===== src/sv/lth_pkg.sv =====
package lth_pkg;

   localparam int unsigned ALPHA = 26;
   localparam int unsigned BIN_TOTAL = ALPHA * ALPHA * ALPHA;
   localparam int unsigned BIN_WIDTH = 15;
   localparam int unsigned LETTER_WIDTH = 5;
   localparam int unsigned CHAR_WIDTH = 8;
   localparam int unsigned BIN_COUNT_WIDTH = 32;
   localparam int unsigned REQ_DATA_WIDTH = 24;
   localparam int unsigned RSP_DATA_WIDTH = 40;

   localparam logic [CHAR_WIDTH-1:0] CHAR_LOWER_A = 8'h61;
   localparam logic [CHAR_WIDTH-1:0] CHAR_LOWER_Z = 8'h7a;
   localparam logic [CHAR_WIDTH-1:0] CHAR_UPPER_A = 8'h41;
   localparam logic [CHAR_WIDTH-1:0] CHAR_UPPER_Z = 8'h5a;

   localparam logic FUNC_FEED = 1'b0;
   localparam logic FUNC_READ = 1'b1;

   typedef enum logic [1:0] {
      OP_NONE,
      OP_COUNT,
      OP_QUERY
   } lth_op_type;

   typedef enum logic [2:0] {
      ST_CLEAR,
      ST_IDLE,
      ST_READ,
      ST_WRITE,
      ST_RESULT
   } lth_state_type;

   typedef struct packed {
      logic clear_step;
      logic accept;
      logic mem_read;
      logic mem_write;
      logic load_rsp;
   } lth_cmd_type;

   typedef struct packed {
      logic       clear_last;
      lth_op_type op;
      logic       rsp_busy;
   } lth_status_type;

   typedef struct packed {
      logic                    is_letter;
      logic [LETTER_WIDTH-1:0] idx;
   } lth_letter_type;

   function automatic lth_letter_type fold_letter(input logic [CHAR_WIDTH-1:0] ch);
      lth_letter_type r;
      r.is_letter = 1'b0;
      r.idx = '0;
      if (ch inside {[CHAR_LOWER_A:CHAR_LOWER_Z]}) begin
         r.is_letter = 1'b1;
         r.idx = LETTER_WIDTH'(ch - CHAR_LOWER_A);
      end else if (ch inside {[CHAR_UPPER_A:CHAR_UPPER_Z]}) begin
         r.is_letter = 1'b1;
         r.idx = LETTER_WIDTH'(ch - CHAR_UPPER_A);
      end
      return r;
   endfunction

endpackage


===== src/sv/lth_ctrl.sv =====
module lth_ctrl (
   input  logic                   clock,
   input  logic                   reset,
   input  logic                   req_tvalid,
   output logic                   req_tready,
   input  lth_pkg::lth_status_type status,
   output lth_pkg::lth_cmd_type    cmd
);
   import lth_pkg::*;

   lth_state_type state_ff, state_in;

   always_ff @(posedge clock) begin
      if (reset) begin
         state_ff <= ST_CLEAR;
      end else begin
         state_ff <= state_in;
      end
   end

   always_comb begin
      state_in = state_ff;
      cmd = '0;
      req_tready = 1'b0;
      case (state_ff)
         ST_CLEAR: begin
            cmd.clear_step = 1'b1;
            if (status.clear_last) begin
               state_in = ST_IDLE;
            end
         end
         ST_IDLE: begin
            req_tready = 1'b1;
            if (req_tvalid) begin
               cmd.accept = 1'b1;
               state_in = ST_READ;
            end
         end
         ST_READ: begin
            cmd.mem_read = 1'b1;
            case (status.op)
               OP_COUNT: state_in = ST_WRITE;
               OP_QUERY: state_in = ST_RESULT;
               default:  state_in = ST_IDLE;
            endcase
         end
         ST_WRITE: begin
            cmd.mem_write = 1'b1;
            state_in = ST_IDLE;
         end
         ST_RESULT: begin
            if (!status.rsp_busy) begin
               cmd.load_rsp = 1'b1;
               state_in = ST_IDLE;
            end
         end
         default: begin
            state_in = ST_CLEAR;
         end
      endcase
   end

endmodule


===== config.mk =====
export PLATFORM = sky130hd
export DESIGN_NAME = lth_ctrl
export DESIGN_NICKNAME = d
export VERILOG_FILES = /design/src/sv/lth_pkg.sv /design/src/sv/lth_ctrl.sv
export SDC_FILE = /design/constraint.sdc
export NUM_CORES = 1
export LEC_CHECK = 0
export ABC_AREA = 1
export BUFFER_PORTS_ARGS = -buffer_cell sky130_fd_sc_hd__buf_2
export CAP_MARGIN = 0
export CELL_PAD_IN_SITES_DETAIL_PLACEMENT = 0
export CELL_PAD_IN_SITES_GLOBAL_PLACEMENT = 2
export CORE_MARGIN = 2
export CORE_UTILIZATION = 14
export CTS_CLUSTER_SIZE = 10
export DETAILED_ROUTE_END_ITERATION = 6
export PLACE_DENSITY = 0.69
export SYNTH_ARGS = -nofsm -noshare
export SYNTH_HDL_FRONTEND = slang
export SYNTH_SLANG_ARGS = --single-unit

===== constraint.sdc =====
create_clock -name clock -period 0.9 [get_ports clock]
set_input_delay 0 -clock clock [delete_from_list [all_inputs] [get_ports clock]]
set_output_delay 0 -clock clock [all_outputs]
set_load 0.02 [all_outputs]

======== Yosys cells after proc, flatten, opt, wreduce, memory -nomap -nowiden ========
Index checks and enable logic that the tools add are counted.
storage, ports and cells
  bits in registers ....................... 3
  input bits .............................. 7
  output and inout bits ................... 6
  word-level logic and storage cells ...... 25
cells by class
  eq/ne operators ......................... 9
  multiplexer cells ....................... 13
  reduce and logical (&&, ||, !) cells .... 2
operators with widths
  operator                                             number
  case mux 3 bit (5 select lines)                      1
  two-way mux 3 bit                                    3
  two-way mux 1 bit                                    8
  equality test 3 x 2 -> 1 bit, second input constant  2
  inequality test 2 bit, second input constant         3
  case mux 3 bit (2 select lines)                      1
  equality test 3 x 1 -> 1 bit, second input constant  1
  equality test 3 bit, second input constant           1
  logical NOT 3 bit                                    1
  AND reduction 3 bit                                  1
  equality test 2 x 1 -> 1 bit, second input constant  1
  equality test 2 bit, second input constant           1

======== Depth between registers and ports, before layout ========
Gate-level depths: netlist of run 1.
  word-level depth ........................ 3
  depth in mapped cells ................... 7
  mapped depth without buffers ............ 7

======== Worst setup path before layout of run 1 ========
OpenSTA, ideal clock, no wires.
  path type ............................... reg-to-output
  from .................................... reg state_ff[0]
  to ...................................... out cmd[0] (netlist bit)
  arrival ................................. 0.985 ns
  required time ........................... 0.900 ns
  slack ................................... -0.085 ns
  stages on the path, launching flop included .. 4
  buffers on the path ..................... 0
  cells stage by stage .................... dfxtp_1 -> nor2_2 -> inv_1 -> nor3_1
RTL lines
  element                 RTL line        RTL
  from (decl)             lth_ctrl.sv:11  lth_state_type state_ff, state_in;
  from (signal assigned)  lth_ctrl.sv:17  state_ff <= state_in;
  to (decl)               lth_ctrl.sv:7   output lth_pkg::lth_cmd_type cmd

==> flow_summary.yaml, run 1 <==
setup_path:
  start_kind: "register"
  cp_common_cell: "buf_6"
  cp_slowest_cell: "dfxtp_4"
  worst_ep_required_time_ns: 0.90
  crit_path_cell_trace: "inv_2 > nand3_4 > buf_6 > nor2_4 > buf_6"
  crit_type: "reg2out"
  crit_path_max_incr_delay_ns: 0.36
  crit_path_end_kind: "output port"
  cp_max_fo: 3
  startpoint: "state_ff[1]"
  rr_startpoint: "state_ff[1]"
  cp.arrival_ns: 1.04
place:
  dp_hpwl_um: 487
  dpl_cell_area_um2: 327
  io_buffer_count: 12
  gp_congestion: 0.648
clock_network:
  clk_latency_ns: 0.23
  clkTransAtPathRegs_ns: 0.04
  numCtsBuffers: 3
  cts.sinks: 3
  clock_path_buffers: 2
  cts_root_buf: "clkbuf_4"
  htreeDepth: 1
  cts_tree: "yes"
layout:
  regMostFlops: "state_ff"
  fillers: 152
  area_growth_pct: 133
  diodes: 0
  nNetsFinal: 68
  reg_top3: "state_ff: 3 flops"
  largest_register_ffs: 3
  finalInstanceArea_um2: 487
  drive_above_1_share: 0.700
  final_util: 0.361
route:
  drt-total-wl_um: 672
  via_count: 299
  drtIter0Drc: 5
  ant_nets: 0
  drt_drc_violations_left: 0
  firstDrtPassIters: 3
  avgRoutedWirePerCell_um: 8.96
  avgViaCountPerCell: 3.99
power_and_ir_drop:
  p_leak_nw: 0.234
  finalPower_mw: 0.735
  powerDensity_nw_per_um2: 1510
  irDropWorstVdd_uv: 352
grt:
  grt-ovfl-total: 0
  grt_max_degree: 5
  grt.total_usage: 0.0745
  grt_pass1_wl_um: 972
  antenna_found_initial: 0
  grt_pass1_vias: 278
timing:
  rsz0062_at_grt: "true"
  max_freq_ghz: 0.959
  setup_violations: 9
  min_period_ns: 1.04
  finalCritPeriodShare: 1.16
  hold_viol: 0
  drv_slew: 0
  max-slew-margin-rel: 0.880
  skew_ns: 0.00477
  tightestPinTransition_ns: 0.179
  setup_slack_ns: -0.143
die:
  die_area_um2: 1820
  initial_core_util: 0.155
  dieWidth_um: 42.6
  io-pin-count: 13
  std_cell_rows: 13
  die_h_um: 42.6
  core_area_um2: 1350
synthesis:
  synthCells: 38
  synth_top_area_cell: "dfxtp_1"
  yosysSeqAreaShare: 0.287
  syn_nets: 45
  synth_top_area_frac: 0.287
  syn-cell-area_um2: 209
  yosysUniqueCellTypes: 10
  synth_seq_cells: 3
  ys_top_cells_by_area: "dfxtp_1 29%, inv_1 16%, nor2_1 14%"
  synth_area_per_cell_um2: 5.50
  yosys_warnings: 0
min_path:
  hold_class: "in2reg"
  hold_path_startpoint: "status[2]"
outcome:
  outcome: "finished with violations"
  violations: "setup timing"
flow_run:
  max_cap_violations: 0
## logic make-up (layout without fill, tap and decap cells)
kind of cell           count (synthesis)  in the layout  synth area share
AND/OR/NAND/NOR                       23             23             0.485
buffers and inverters                 10             32             0.180
flip-flops                             3              3             0.287
AO/OA/AOI/OAI                          2              2            0.0479
## metrics by stage
stage	TNS, ns	worst slack [ns]	instances	hold WS, ns
2_1_floorplan	-0.106	-0.0674	38	0.0617
3_3_place_gp	-0.143	-0.110	69	0.188
3_5_place_dp	-0.176	-0.112	69	0.188
4_1_cts	-0.987	-0.149	75	0.0846
5_1_grt	-1.31	-0.194	75	0.0633
6_report	-0.804	-0.143	75	0.0556
## where the power goes
group          total, mW  switching [mW]  internal (mW)
clock network      0.235          0.0690          0.166
logic              0.320           0.171          0.149
registers          0.180          0.0299          0.150
total              0.735           0.269          0.466
## cells in the mapped netlist, drive strengths merged
| cell type | count |
|---|---|
| inv | 10 |
| nor2 | 10 |
| nand2 | 7 |
| nand3 | 5 |
| dfxtp | 3 |
| a21oi | 2 |
| nor3 | 1 |
## worst max-delay path, delay by kind of cell, from the launching register on
family / cells / cell delay (ns)
buffers and inverters: 3 / 0.30
DFF: 1 / 0.36
and+or+nand+nor: 2 / 0.15
## path summary, 6_finish.rpt
kind	endpoint	slack [ns]	cells after the start
setup / recovery	cmd[3]	-0.14	5
hold / removal	state_ff[2]	0.06	3
setup reg to reg	state_ff[0]	-0.07	6
hold reg to reg	state_ff[2]	0.61	3
## layout by cell type (no fill, tap or decap), types with 2 or more instances in the layout
master,count
a21oi_2,2
inv_1,5
nor2_1,5
buf_4,4
buf_2,6
buf_6,7
nor2_4,4
nand3_2,2
inv_2,4
nand2_2,2
clkbuf_4,3
nand2_1,4
dfxtp_4,2
nand3_1,2
## per-layer routing
metal / vias to the layer above / track usage / routed length [µm]
li1: 158 / - / -
met1: 137 / 0.0746 / 231
met2: 4 / 0.121 / 421
met3: 0 / 0.0172 / 18
met4: 0 / 0.0750 / 0
met5: - / 0 / 0
## timing repair
action / in CTS / in global routing
resized for setup: 28 / 8
pin swaps: 6 / 8
buffers inserted: 1 / 0
hold buffers: 1 / 0
endpoints found under the hold margin: 3 / 0
endpoints found under the setup margin: 9 / 9
## cell type report
| type | count | area (µm²) | share of cell area |
|---|---|---|---|
| timing repair buffer | 18 | 149 | 0.306 |
| tap | 15 | 18.8 | 0.0386 |
| clock buffer | 4 | 26.3 | 0.0540 |
| multi-input combinational | 25 | 184 | 0.378 |
| inverter | 10 | 40.0 | 0.0823 |
| sequential | 3 | 68.8 | 0.141 |
Note: power is estimated with default switching activity, not from simulation.
==> run 2: changes to the inputs <==
SETUP_SLACK_MARGIN = 0.2   (was unset)
==> run 2 against run 1 <==
  * The flow still finishes with violations (setup timing)
  * Hold slack about the same
  * Fmax down 1.0%
  * Clock power about the same
  * Final area up 0.26%
  * Routed wire length down 7.4%
==> flow_summary.yaml, run 2 (synthesized netlist as in run 1, its figures left out) <==
grt:
  grt_pass1_wl_mm: 1.06
  grt_max_degree: 5
  antenna_found_initial: 0
  grt.total_usage: 0.0787
  grt_pass1_vias: 274
  grt-ovfl-total: 0
setup_path:
  rr_startpoint: "state_ff[0]"
  reg2reg_to: "state_ff[0]"
  worst_ep_required_time_ns: 0.90
  r2r_slack_ns: -0.07
  crit_path_end_kind: "output port"
  rr_worst_depth: 6
  startpoint: "state_ff[2]"
  crit_type: "reg2out"
  cp_max_fo: 4
  start_kind: "register"
  cp.arrival_ns: 1.05
die:
  initial_core_util: 0.155
  core_area_um2: 1350
  dieWidth_um: 42.6
  die_h_um: 42.6
  die_area_um2: 1820
  std_cell_rows: 13
  io-pin-count: 13
layout:
  diodes: 0
  layout_common_cells: "7 x nor2_1, 7 x buf_6, 6 x buf_2, 6 x buf_4"
  nNetsFinal: 70
  drive_above_1_share: 0.661
  area_growth_pct: 134
  reg_top3: "state_ff: 3 flops"
  layoutNonFillerInstCount: 77
  fillers: 152
  regMostFlops: "state_ff"
  largest_register_ffs: 3
timing:
  hold_viol: 0
  drv_slew: 0
  setup_violations: 8
  setup_slack_ns: -0.154
  skew_ns: 0.00148
  max_freq_ghz: 0.949
  min_period_ns: 1.05
  tns_ns: -0.751
  rsz0062_at_grt: "true"
  max-slew-margin-rel: 0.889
  tightestPinTransition_ns: 0.165
  finalCritPeriodShare: 1.17
min_path:
  hold-path-endpoint: "state_ff[2]"
  min_delay_path_depth: 3
  hold_class: "in2reg"
  hold_path_startpoint: "status[2]"
place:
  gp_congestion: 0.678
  place_ws_ns: -0.100
  io_buffer_count: 12
  dp_hpwl_um: 472
  placed_cells: 71
power_and_ir_drop:
  p_leak_nw: 0.243
  irDropWorstVdd_uv: 543
  powerDensity_nw_per_um2: 1530
route:
  ant_nets: 0
  via_count: 299
  firstDrtPassIters: 3
  drt_drc_violations_left: 0
  drtIter0Drc: 5
  avgViaCountPerCell: 3.88
  avgRoutedWirePerCell_um: 8.08
  drt-total-wl_um: 622
clock_network:
  numCtsBuffers: 3
  clock_path_buffers: 2
  cts.sinks: 3
  cts_root_buf: "clkbuf_4"
  htreeDepth: 1
  cts_tree: "yes"
  clk_latency_ns: 0.23
  clkTransAtPathRegs_ns: 0.04
flow_run:
  max_cap_violations: 0
outcome:
  violations: "setup timing"
  outcome: "finished with violations"
run 2: cell types whose count changed in the layout (fill, tap and decap cells not counted), sizes merged:
| cell | change |
|---|---|
| buf | +2 |
run 2: worst max-delay path, cell delays in order, from the launching register on:
cell and delay, ns:
dfxtp_2 0.34, inv_4 0.05, buf_4 0.13, nor3_4 0.17, buf_6 0.13
run 2: cell type report:
cell class                 count  area, µm²  area share
inverter                      10       40.0      0.0821
sequential                     3       66.3       0.136
clock buffer                   4       26.3      0.0538
tap                           15       18.8      0.0385
timing repair buffer          20        164       0.336
multi-input combinational     25        173       0.354
run 2: how the worst max path moves through the flow:
stage / end / depth (start not counted) / slack (ns)
2_1_floorplan: state_ff[1] / 7 / -0.01
3_3_place_gp: state_ff[0] / 7 / -0.10
3_5_place_dp: state_ff[0] / 6 / -0.10
4_1_cts: cmd[3] / 5 / -0.17
5_1_grt: cmd[1] / 5 / -0.22
6_report: cmd[0] / 4 / -0.15
run 2: report_power, final:
| group | leakage, nW | internal [mW] | switching, mW |
|---|---|---|---|
| sequential | 0.0261 | 0.151 | 0.0247 |
| combinational | 0.202 | 0.164 | 0.174 |
| clock | 0.0150 | 0.166 | 0.0675 |
run 2: per-stage QoR:
| step | power, mW | hold WS [ns] | cell area [µm²] | utilization |
|---|---|---|---|---|
| after floorplan | 0.306 | 0.0510 | 220 | - |
| after global placement | 0.410 | 0.196 | 344 | 0.255 |
| after detailed placement | 0.410 | 0.195 | 344 | 0.255 |
| after CTS | 0.709 | 0.0661 | 433 | 0.321 |
| after global routing | 0.815 | 0.0617 | 488 | 0.361 |
| final | 0.747 | 0.0554 | 488 | 0.361 |
run 2: layer usage:
| metal | routed length [µm] | vias to the layer above | track usage | share of wire |
|---|---|---|---|---|
| met5 | 0 | - | 0 | 0 |
| met4 | 0 | 0 | 0.0563 | 0 |
| met3 | 28 | 0 | 0.0388 | 0.045 |
| met2 | 316 | 8 | 0.109 | 0.51 |
| met1 | 278 | 130 | 0.0921 | 0.45 |
| li1 | - | 161 | - | - |
run 2: repair_timing:
action / in CTS / in global routing
endpoints found under the setup margin: 9 / 9
hold buffers: 1 / 0
pin swaps: 1 / 4
hold endpoints to repair: 3 / 0
gates resized for setup: 15 / 17
buffers inserted: 1 / 0
